<file path="src/toep_pkg.sv">
// Package for the tree object entry parser: default sizes, result codes and widths.
// Depends on nothing; used by the top level and its checker.
package toep_pkg;

    localparam int NAME_CAPACITY_DEF      = 256;
    localparam int MAX_ENTRIES_DEF        = 128;
    localparam int HASH_BYTES_DEF         = 32;
    localparam int MODE_TEXT_CAPACITY_DEF = 16;

    localparam int S_DATA_W = 8;
    localparam int M_DATA_W = 72;
    localparam int M_USER_W = 2;

    localparam logic [1:0] KIND_MODE    = 2'd0;
    localparam logic [1:0] KIND_NAME    = 2'd1;
    localparam logic [1:0] KIND_HASH    = 2'd2;
    localparam logic [1:0] KIND_IGNORED = 2'd3;

    localparam logic [2:0] CAUSE_NONE       = 3'd0;
    localparam logic [2:0] CAUSE_MODE_LONG  = 3'd1;
    localparam logic [2:0] CAUSE_NAME_LONG  = 3'd2;
    localparam logic [2:0] CAUSE_END_ENTRY  = 3'd3;
    localparam logic [2:0] CAUSE_END_HASH   = 3'd4;

    localparam logic [7:0] CHAR_SPACE = 8'h20;
    localparam logic [7:0] CHAR_NUL   = 8'h00;
    localparam logic [7:0] CHAR_PLUS  = 8'h2B;
    localparam logic [7:0] CHAR_MINUS = 8'h2D;

endpackage

</file>
<file path="src/tree_object_entry_parser_top.sv">
// A result is registered and appears on the master side in the cycle after its byte request is accepted.
// Throughput: one byte per cycle while m_tready is high; the result register alone sets it.
// Reset: synchronous active-low aresetn clears all parser state and the result valid,
// and the parser also returns to its reset state after each byte marked by s_tlast.
// Top level of the tree object entry parser; holds the byte parser and result register.
// Depends on toep_pkg.
module tree_object_entry_parser_top
    import toep_pkg::*;
#(
    parameter int NAME_CAPACITY      = NAME_CAPACITY_DEF,
    parameter int MAX_ENTRIES        = MAX_ENTRIES_DEF,
    parameter int HASH_BYTES         = HASH_BYTES_DEF,
    parameter int MODE_TEXT_CAPACITY = MODE_TEXT_CAPACITY_DEF
) (
    input  logic                aclk,
    input  logic                aresetn,
    input  logic                s_tvalid,
    output logic                s_tready,
    input  logic [S_DATA_W-1:0] s_tdata,   // [7:0] data_byte
    input  logic                s_tlast,   // last_byte
    output logic                m_tvalid,
    input  logic                m_tready,
    // [6:0] entry_index, [14:7] byte_position, [22:15] byte_value,
    // [23] entry_complete, [55:24] entry_mode, [56] parse_failed,
    // [59:57] failure_cause, [67:60] entries_parsed, [71:68] zero
    output logic [M_DATA_W-1:0] m_tdata,
    output logic [M_USER_W-1:0] m_tuser,   // [1:0] byte_kind
    output logic                m_tlast    // object_finished
);

    localparam int NL = $clog2(NAME_CAPACITY);
    localparam int ML = $clog2(MODE_TEXT_CAPACITY);
    localparam int HW = $clog2(HASH_BYTES + 1);
    localparam int CW = $clog2(MAX_ENTRIES + 1);

    localparam logic [NL-1:0] NAME_LAST = NL'(NAME_CAPACITY - 1);
    localparam logic [ML-1:0] MODE_LAST = ML'(MODE_TEXT_CAPACITY - 1);
    localparam logic [HW-1:0] HASH_LAST = HW'(HASH_BYTES - 1);
    localparam logic [CW-1:0] ENTRY_MAX = CW'(MAX_ENTRIES);

    typedef enum logic [1:0] {
        PHASE_MODE,
        PHASE_NAME,
        PHASE_HASH
    } phase_t;

    typedef enum logic [1:0] {
        SUB_SPACE,
        SUB_SIGN,
        SUB_DIGITS,
        SUB_DONE
    } sub_phase_t;

    phase_t          phase_reg, phase_upd, phase_next;
    sub_phase_t      sub_reg, sub_upd, sub_next;
    logic [31:0]     mode_val_reg, mode_val_upd, mode_val_next;
    logic            mode_neg_reg, mode_neg_upd, mode_neg_next;
    logic [ML-1:0]   mode_len_reg, mode_len_upd, mode_len_next;
    logic [NL-1:0]   name_len_reg, name_len_upd, name_len_next;
    logic [HW-1:0]   hash_pos_reg, hash_pos_upd, hash_pos_next;
    logic [CW-1:0]   entry_cnt_reg, entry_cnt_upd, entry_cnt_next;
    logic            err_flag_reg, err_flag_upd, err_flag_next;
    logic [2:0]      err_code_reg, err_code_upd, err_code_next;

    logic            m_valid_reg;
    logic [M_DATA_W-1:0] m_data_reg;
    logic [M_USER_W-1:0] m_user_reg;
    logic            m_last_reg;

    logic            accept;
    logic [7:0]      b;
    logic            is_digit, is_ws, active;
    logic [1:0]      kind;
    logic [31:0]     pos_ext, idx_ext, cnt_ext;
    logic [7:0]      val;
    logic            done;
    logic [31:0]     mode_out;
    logic [M_DATA_W-1:0] data_next;

    assign accept   = s_tvalid && s_tready;
    assign s_tready = !m_valid_reg || m_tready;
    assign b        = s_tdata;
    assign is_digit = (b >= 8'h30) && (b <= 8'h37);
    assign is_ws    = (b >= 8'h09) && (b <= 8'h0D);
    assign active   = !err_flag_reg && (entry_cnt_reg < ENTRY_MAX);

    always_comb begin
        phase_upd     = phase_reg;
        sub_upd       = sub_reg;
        mode_val_upd  = mode_val_reg;
        mode_neg_upd  = mode_neg_reg;
        mode_len_upd  = mode_len_reg;
        name_len_upd  = name_len_reg;
        hash_pos_upd  = hash_pos_reg;
        entry_cnt_upd = entry_cnt_reg;
        err_flag_upd  = err_flag_reg;
        err_code_upd  = err_code_reg;
        kind          = KIND_IGNORED;
        pos_ext       = 32'd0;
        val           = 8'd0;
        done          = 1'b0;
        mode_out      = 32'd0;
        if (active) begin
            unique case (phase_reg)
                PHASE_MODE: begin
                    if (b == CHAR_SPACE) begin
                        kind      = KIND_MODE;
                        phase_upd = PHASE_NAME;
                    end else if (mode_len_reg == MODE_LAST) begin
                        err_flag_upd = 1'b1;
                        err_code_upd = CAUSE_MODE_LONG;
                    end else begin
                        kind         = KIND_MODE;
                        mode_len_upd = mode_len_reg + ML'(1);
                        if (sub_reg == SUB_SPACE && is_ws) begin
                            sub_upd = sub_reg;
                        end else if (sub_reg == SUB_SPACE &&
                                     (b == CHAR_PLUS || b == CHAR_MINUS)) begin
                            mode_neg_upd = (b == CHAR_MINUS);
                            sub_upd      = SUB_SIGN;
                        end else if (sub_reg != SUB_DONE && is_digit) begin
                            mode_val_upd = {mode_val_reg[28:0], b[2:0]};
                            sub_upd      = SUB_DIGITS;
                        end else begin
                            sub_upd = SUB_DONE;
                        end
                    end
                end
                PHASE_NAME: begin
                    if (b == CHAR_NUL) begin
                        kind      = KIND_MODE;
                        phase_upd = PHASE_HASH;
                    end else if (name_len_reg == NAME_LAST) begin
                        err_flag_upd = 1'b1;
                        err_code_upd = CAUSE_NAME_LONG;
                    end else begin
                        kind         = KIND_NAME;
                        pos_ext      = 32'(name_len_reg);
                        val          = b;
                        name_len_upd = name_len_reg + NL'(1);
                    end
                end
                default: begin
                    kind         = KIND_HASH;
                    pos_ext      = 32'(hash_pos_reg);
                    val          = b;
                    hash_pos_upd = hash_pos_reg + HW'(1);
                    if (hash_pos_reg == HASH_LAST) begin
                        done          = 1'b1;
                        mode_out      = mode_neg_reg ? (32'd0 - mode_val_reg) : mode_val_reg;
                        entry_cnt_upd = entry_cnt_reg + CW'(1);
                        phase_upd     = PHASE_MODE;
                        mode_val_upd  = 32'd0;
                        sub_upd       = SUB_SPACE;
                        mode_neg_upd  = 1'b0;
                        mode_len_upd  = '0;
                        name_len_upd  = '0;
                        hash_pos_upd  = '0;
                    end
                end
            endcase
            if (s_tlast && !err_flag_upd) begin
                if (phase_upd == PHASE_HASH) begin
                    err_flag_upd = 1'b1;
                    err_code_upd = CAUSE_END_HASH;
                end else if (phase_upd == PHASE_NAME || mode_len_upd != '0) begin
                    err_flag_upd = 1'b1;
                    err_code_upd = CAUSE_END_ENTRY;
                end
            end
        end
    end

    always_comb begin
        phase_next     = phase_upd;
        sub_next       = sub_upd;
        mode_val_next  = mode_val_upd;
        mode_neg_next  = mode_neg_upd;
        mode_len_next  = mode_len_upd;
        name_len_next  = name_len_upd;
        hash_pos_next  = hash_pos_upd;
        entry_cnt_next = entry_cnt_upd;
        err_flag_next  = err_flag_upd;
        err_code_next  = err_code_upd;
        if (s_tlast) begin
            phase_next     = PHASE_MODE;
            sub_next       = SUB_SPACE;
            mode_val_next  = 32'd0;
            mode_neg_next  = 1'b0;
            mode_len_next  = '0;
            name_len_next  = '0;
            hash_pos_next  = '0;
            entry_cnt_next = '0;
            err_flag_next  = 1'b0;
            err_code_next  = CAUSE_NONE;
        end
    end

    assign idx_ext = 32'(entry_cnt_reg);
    assign cnt_ext = 32'(entry_cnt_upd);

    assign data_next = {4'd0, cnt_ext[7:0], err_code_upd, err_flag_upd, mode_out, done,
                        val, pos_ext[7:0], idx_ext[6:0]};

    always_ff @(posedge aclk) begin
        if (!aresetn) begin
            phase_reg     <= PHASE_MODE;
            sub_reg       <= SUB_SPACE;
            mode_val_reg  <= 32'd0;
            mode_neg_reg  <= 1'b0;
            mode_len_reg  <= '0;
            name_len_reg  <= '0;
            hash_pos_reg  <= '0;
            entry_cnt_reg <= '0;
            err_flag_reg  <= 1'b0;
            err_code_reg  <= CAUSE_NONE;
            m_valid_reg   <= 1'b0;
        end else begin
            if (accept) begin
                phase_reg     <= phase_next;
                sub_reg       <= sub_next;
                mode_val_reg  <= mode_val_next;
                mode_neg_reg  <= mode_neg_next;
                mode_len_reg  <= mode_len_next;
                name_len_reg  <= name_len_next;
                hash_pos_reg  <= hash_pos_next;
                entry_cnt_reg <= entry_cnt_next;
                err_flag_reg  <= err_flag_next;
                err_code_reg  <= err_code_next;
                m_valid_reg   <= 1'b1;
            end else if (m_tready) begin
                m_valid_reg <= 1'b0;
            end
        end
    end

    always_ff @(posedge aclk) begin
        if (accept) begin
            m_data_reg <= data_next;
            m_user_reg <= kind;
            m_last_reg <= s_tlast;
        end
    end

    assign m_tvalid = m_valid_reg;
    assign m_tdata  = m_data_reg;
    assign m_tuser  = m_user_reg;
    assign m_tlast  = m_last_reg;

endmodule

</file>
<file path="config.mk">
export PLATFORM = sky130hd
export DESIGN_NAME = tree_object_entry_parser_top
export DESIGN_NICKNAME = d
export VERILOG_FILES = /design/src/toep_pkg.sv /design/src/tree_object_entry_parser_top.sv
export SDC_FILE = /design/constraint.sdc
export NUM_CORES = 1
export LEC_CHECK = 0
export BUFFER_PORTS_ARGS = -buffer_cell sky130_fd_sc_hd__buf_2
export CAP_MARGIN = 20
export CORE_ASPECT_RATIO = 1.2
export CORE_MARGIN = 4
export CORE_UTILIZATION = 60
export CTS_BUF_LIST = sky130_fd_sc_hd__clkbuf_4 sky130_fd_sc_hd__clkbuf_8
export CTS_CLUSTER_SIZE = 12
export DETAILED_ROUTE_END_ITERATION = 16
export PLACE_DENSITY = 0.8
export SYNTH_ARGS = -nofsm -noshare
export SYNTH_HDL_FRONTEND = slang
export SYNTH_SLANG_ARGS = --single-unit
</file>
<file path="constraint.sdc">
create_clock -name aclk -period 3.9 [get_ports aclk]
set_input_delay 0.78 -clock aclk [delete_from_list [all_inputs] [get_ports aclk]]
set_output_delay 0.78 -clock aclk [all_outputs]
set_load 0.01 [all_outputs]
</file>
==> results of run 1 <==
## power by group
part | internal [mW] | switching [mW] | total (mW)
registers | 1.57 | 0.0152 | 1.59
clock network | 0.574 | 0.561 | 1.14
logic | 0.0561 | 0.126 | 0.182
## routing by layer
layer  up-vias  GRT usage
met3        36    0.05230
met5         -          0
met2       194     0.4258
li1       2506          -
met4         0     0.1069
met1      2534     0.3006
## cell type report
| class | instances | area, um^2 |
|---|---|---|
| Clock buffer | 18 | 241.5 |
| Clock inverter | 14 | 147.6 |
| Fill cell | 792 | 3143 |
| Inverter | 13 | 48.80 |
| Multi-Input combinational cell | 434 | 2826 |
| Sequential cell | 139 | 3493 |
| Tap cell | 129 | 161.4 |
| Timing Repair Buffer | 94 | 505.5 |
## synthesized netlist by cell type, types with 3 or more instances
library cell  count  area, um^2
a22o_1           32       280.3
or3_1            11       68.82
buf_4             4       30.03
xnor2_1          15       131.4
a31oi_1           6       37.54
a22oi_1           5       37.54
nor2_1           62       232.7
inv_1            13       48.80
nand3_1          16       80.08
o21ai_0          26       130.1
dfxtp_1          68        1361
or4_4             3       33.78
and2_1           12       75.07
nand2_1          38       142.6
buf_2             3       15.01
nor3_1           11       55.05
nor4_1            4       25.02
and3_1            8       50.05
nand2b_1          5       31.28
o41ai_2           5       81.33
o211a_1           4       40.04
nand4_1           8       50.05
o31ai_1          13       97.59
o41ai_1           8       70.07
mux2i_1           3       30.03
nand4b_1          3       26.28
o21a_1            6       45.04
ha_1              5       62.56
a21oi_1          39       195.2
or4_1            13       97.59
xor2_1           24       210.2
edfxtp_1         71        2132
clkbuf_1         34       127.6
a211oi_1          4       30.03
or2_2             5       31.28
o211ai_1          3       22.52
## critical path, delay by kind of cell (launching register included)
kind	cells	cell delay, ps
flip-flops	1	350
AND/OR/NAND/NOR	3	1130
XOR/XNOR	1	180
AO/OA/AOI/OAI	1	460
adder cells (fa/ha/maj)	1	180
buffers and inverters	1	110
## path summary, 6_finish.rpt
kind	from	end	slack, ps	cells after the start
setup / recovery	mode_val_reg[0]$_SDFFE_PN0P_	m_tdata[52]$_SDFFCE_PP0P_	1230	7
hold / removal	err_code_reg[2]$_SDFFE_PN0P_	err_code_reg[2]$_SDFFE_PN0P_	500	1
setup reg to reg	mode_val_reg[0]$_SDFFE_PN0P_	m_tdata[52]$_SDFFCE_PP0P_	1230	7
hold reg to reg	err_code_reg[2]$_SDFFE_PN0P_	err_code_reg[2]$_SDFFE_PN0P_	500	1
## kinds of logic after synthesis
logic type	after synthesis
adders and majority gates	5
xor gates and xnor gates	39
and+or+nand+nor	212
AOI/OAI and AO/OA	171
muxes	3
buffers and inverters	56
other	1
DFF	139
## per-stage QoR
step	area, um^2	power, mW	setup slack [ps]	utilization
after global routing	7425	3.018	1070	0.7026
after global placement	7036	1.801	1002	0.6658
after CTS	7425	2.928	1218	0.7026
final	7425	2.907	1235	0.7026
after floorplan	6548	1.731	429.0	-
after detailed placement	7036	1.805	1007	0.6658
==> impl_metrics.ini, run 1 <==
[sta]
whs_ps = 501.3
fin_crit_sh = 0.6835
relSlewSlack = 0.4039
setup_tns_ps = 0
fin_crit_ps = 2665
final-setup-viol-count = 0
rsz0062_at_grt = false
timing.fmax_ghz = 0.3752
slew_viol_final = 0
fin_worst_skew_ps = 13.05
worst_pin_slew_ps = 894.2
finalHoldViolCount = 0

[setup_path]
end_kind = register
slowest_stage = or4b_1
startpoint_type = register
max_stage_delay_ps = 560
cp.required_ps = 4090
cp_data_arrival_time_ps = 2850
crit_type = reg2reg
worstPathMaxFanout = 9
crit_chain = inv_1, ha_1, or4b_1, or3_1, o41ai_1, xor2_1, nor2_1

[pwr]
power_leakage_nw = 2.880
power_density_nw_per_um2 = 391.5
ir_worst_vdd_uv = 200.4

[global_routing]
grt_max_degree = 49
grt_pass1_wl_um = 24520
grt_pass1_vias = 5020
grt-ovfl-total = 0
grt_usage = 0.2490
antenna_found_initial = 0

[yosys]
synth_top_family_by_area = compound AO/OA/AOI/OAI gates
syn_area_um2 = 6536
synth-adder-area-share = 0.009571
yosys_warnings = 0
synth_xor_xnor_area_share = 0.05226
synth_cells = 626
async_flop_share = 0
synthSimpleGateAreaFrac = 0.1729
synth-compound-area-share = 0.1895
synth_edf_count = 71
synthMuxAreaShare = 0.004594
synth-seq-cells = 139
ys_types = 62
yosysSeqAreaShare = 0.5345
ys.flop_type = edfxtp_1
syn_area_per_cell_um2 = 10.44

[drt]
ant_nets = 0
wl_met3_um = 928
vias = 5270
viasPerCell = 6.266
routedWlPerCell_um = 17.84
drtPass1Iterations = 6
wirelength_um = 15010
dr.first_iter.drc_count = 280
wl_met2_um = 7826
drt-met1-wl_um = 5855
drc = 0
topRoutingLayerUsed = met4

[layout]
area_delta_synth_final_pct = 13.59
nets = 717
layout_common_cells = buf_2 (85), edfxtp_1 (71), dfxtp_1 (68), nor2_1 (62), a21oi_1 (39)
layout.cells.non_filler = 841
drive_above_1_share = 0.2051
antenna_cells = 0
layout_commonest_cell = buf_2
largest_register_ffs = 68

[die]
initial_core_util = 0.6185
io_pins = 90
die_w_um = 103.3
fp.dieH_um = 122.3
core_area_um2 = 10570
die_area_um2 = 12630
rows = 41

[min_path]
hold_class = reg2reg

[status]
outcome = complete, no violations

[placement]
gp_congestion = 0.9089
port_buffers = 85
dp_cells = 809
dp.final_hpwl_um = 10420

[cts]
cts_buffer_depth = 2
cts-htree-levels = 4
root_buffer = clkbuf_8
tritoncts = yes
cts_buffers = 17
cts_sinks = 139
clk_latency_ps = 450
post-cts-setup-buffers = 0
cts_hold_buf = 0
cts_resized = 0
path_clk_slew_ps = 80

[run]
cap_violations = 0
(Power assumes the default switching activity.)
==> inputs of run 2 (changes only) <==
Settings changed: ABC_AREA set to 1, CORE_UTILIZATION 60 to 54, PLACE_DENSITY 0.8 to 0.76.
Clock period 3.9 ns to 2.4 ns, I/O delays scaled along.
==> run 2 against run 1 <==
Compared with the run above:
- critical path depth grew 7
- largest cell class unchanged
- clock skew shrank 2.5 ps
- area after synthesis is essentially flat
- via count grew 5.2%
- worst setup slack lost 1000 ps
- non-clock buffer count grew 4
- first-iteration DRC count grew 35%
- sequential power grew 63%
- power grew 81%
- die area grew 10%
- core utilization shrank 4.6 points
- combinational power grew 120%
- largest power group unchanged
==> impl_metrics.ini, run 2 <==
[layout]
layout_commonest_cell = nand2_1
area_delta_synth_final_pct = 17.30
multi_input_area_um2 = 2560
nets = 864
layout_common_cells = nand2_1 (146), buf_2 (85), inv_1 (83), edfxtp_1 (71), dfxtp_1 (68)
drive_above_1_share = 0.2224
antenna_cells = 0
largest_register_ffs = 68
fillCellCount = 948
seqCellArea_um2 = 3493

[yosys]
syn_area_per_cell_um2 = 8.710
synth.largest_area_cell = edfxtp_1
async_flop_share = 0
synth_cells = 750
syn_area_um2 = 6533
yosys_warnings = 0
ys_types = 45
ys.flop_type = edfxtp_1
yosys.area.top_type_share = 0.3264
yosysSeqAreaShare = 0.5348
synth_most_common_cell = nand2_1
yosys-top-cells-count = nand2_1 (146), inv_1 (84), edfxtp_1 (71)
synth_edf_count = 71
synth-seq-cells = 139
synth.area.top_cells = edfxtp_1 (33%), dfxtp_1 (21%), nand2_1 (8.4%), a21oi_1 (4.8%), inv_1 (4.8%)

[setup_path]
startpoint_type = register
end_kind = register
rrSetupSlack_ps = 210
crit_type = reg2reg
crit_start = mode_val_reg[0]$_SDFFE_PN0P_
worstPathMaxFanout = 5
endpoint = m_tdata[54]$_SDFFCE_PP0P_
rr_worst_depth = 14
r2r_start = mode_val_reg[0]$_SDFFE_PN0P_
cp.required_ps = 2600
cp_data_arrival_time_ps = 2390
r2r-end = m_tdata[54]$_SDFFCE_PP0P_

[cts]
clk_latency_ps = 440
cts_sinks = 139
cts-htree-levels = 4
root_buffer = clkbuf_8
path_clk_slew_ps = 80
cts_buffers = 17
cts_hold_buf = 0
tritoncts = yes
cts_buffer_depth = 2

[min_path]
hp-start = m_tready
holdPathStages = 4
hold_class = in2reg

[status]
outcome = complete, no violations

[global_routing]
grt_usage = 0.2242
grt-ovfl-total = 0
busiest_layer = met2
grt_pass1_vias = 5339
antenna_found_initial = 0
grt_max_degree = 43
grtUsageMet2 = 0.4056
met3_usage = 0.04917
grt_use_met1 = 0.2515
grt_pass1_wl_um = 24820

[drt]
viasPerCell = 5.455
dr.first_iter.drc_count = 377
ant_nets = 0
wirelength_um = 15150
drtPass1Iterations = 7
drc = 0
vias = 5542
routedWlPerCell_um = 14.91

[sta]
whs_ps = 332.1
finalHoldViolCount = 0
final-setup-viol-count = 0
worst_pin_slew_ps = 758.2
fin_worst_skew_ps = 10.52
timing.fmax_ghz = 0.4569
setup_tns_ps = 0
fin_crit_ps = 2189
slew_viol_final = 0
fin_crit_sh = 0.9120
relSlewSlack = 0.4927
rsz0062_at_grt = false

[placement]
gp_congestion = 0.9992
dp.final_hpwl_um = 10870
port_buffers = 85

[die]
core_area_um2 = 11670
io_pins = 90
rows = 43
fp.dieH_um = 128.5
initial_core_util = 0.5595
die_w_um = 108.4
die_area_um2 = 13930

[pwr]
power_density_nw_per_um2 = 686.1
ir_worst_vdd_uv = 352.4
power_leakage_nw = 3.209

[run]
cap_violations = 0
-- run 2: cell count changes in the layout (fill, tap and decap cells not counted), sizes merged, moves of 22 or more --
cell | previous run | this run
nor2 | 62 | 84
nand2 | 38 | 158
nand3 | 16 | 43
o22ai | 0 | 30
inv | 14 | 99
a22o | 32 | 0
a21oi | 39 | 65
-- run 2: final cells by class --
| cell class | instances | share of cell area |
|---|---|---|
| Clock buffer | 17 | 0.03054 |
| Clock inverter | 15 | 0.03184 |
| Inverter | 98 | 0.04882 |
| Multi-Input combinational cell | 492 | 0.3341 |
| Sequential cell | 139 | 0.4559 |
| Tap cell | 157 | 0.02564 |
| Timing Repair Buffer | 98 | 0.07315 |
-- run 2: metal layers --
layer | routed length, um | share of wire | up-vias
met5 | 0 | 0 | -
met4 | 470 | 0.031 | 0
met3 | 843 | 0.056 | 41
met2 | 8043 | 0.53 | 194
met1 | 5788 | 0.38 | 2594
li1 | - | - | 2713
-- run 2: worst min path at each step --
| stage | endpoint | slack, ps |
|---|---|---|
| after global placement | err_code_reg[2]$_SDFFE_PN0P_ | 450 |
| after floorplan | err_code_reg[2]$_SDFFE_PN0P_ | 450 |
| final | m_tvalid$_SDFFE_PN0P_ | 330 |
| after CTS | m_tvalid$_SDFFE_PN0P_ | 310 |
| after detailed placement | err_code_reg[2]$_SDFFE_PN0P_ | 460 |
| after global routing | m_tvalid$_SDFFE_PN0P_ | 340 |
-- run 2: through the flow --
stage / std cells / total power [mW] / setup slack, ps / util / cell area, um^2
floorplan: 753 / 2.898 / 61.68 / - / 6548
global placement: 984 / 3.034 / 235.9 / 0.6149 / 7179
detailed placement: 984 / 3.044 / 237.2 / 0.6149 / 7179
CTS: 1016 / 5.288 / 216.4 / 0.6559 / 7657
global route: 1016 / 5.457 / 3.249 / 0.6563 / 7662
finish: 1016 / 5.257 / 211.2 / 0.6563 / 7662
-- run 2: power by group --
| group | switching [mW] | total, mW | internal [mW] |
|---|---|---|---|
| Clock | 0.919 | 2.26 | 1.34 |
| Combinational | 0.274 | 0.401 | 0.126 |
| Sequential | 0.0294 | 2.59 | 2.56 |
| Total | 1.22 | 5.26 | 4.03 |
-- run 2: repair_timing --
action,in CTS,in global routing
resized for setup,0,1
setup buffers,0,0
endpoints found under the setup margin,0,1
-- run 2: cell families after synthesis --
family,Yosys count,share of synthesized area
AO/OA/AOI/OAI,153,0.1366
XOR/XNOR,11,0.01475
adder cells (fa/ha/maj),5,0.009577
buffers and inverters,122,0.07585
flip-flops,139,0.5348
other,1,0.0005741
AND/OR/NAND/NOR,319,0.2279
-- run 2: worst max-delay path, stage by stage, from the launching register on --
cell and delay [ps]:
dfxtp_1 330, inv_1 130, ha_1 200, inv_1 70
nor3_2 200, inv_1 100, nor2_1 120, nand3_2 100
nor2_2 110, nand3_1 80, nand2_1 100, nand2_1 70
inv_2 80, nand3_1 90, o21a_1 180
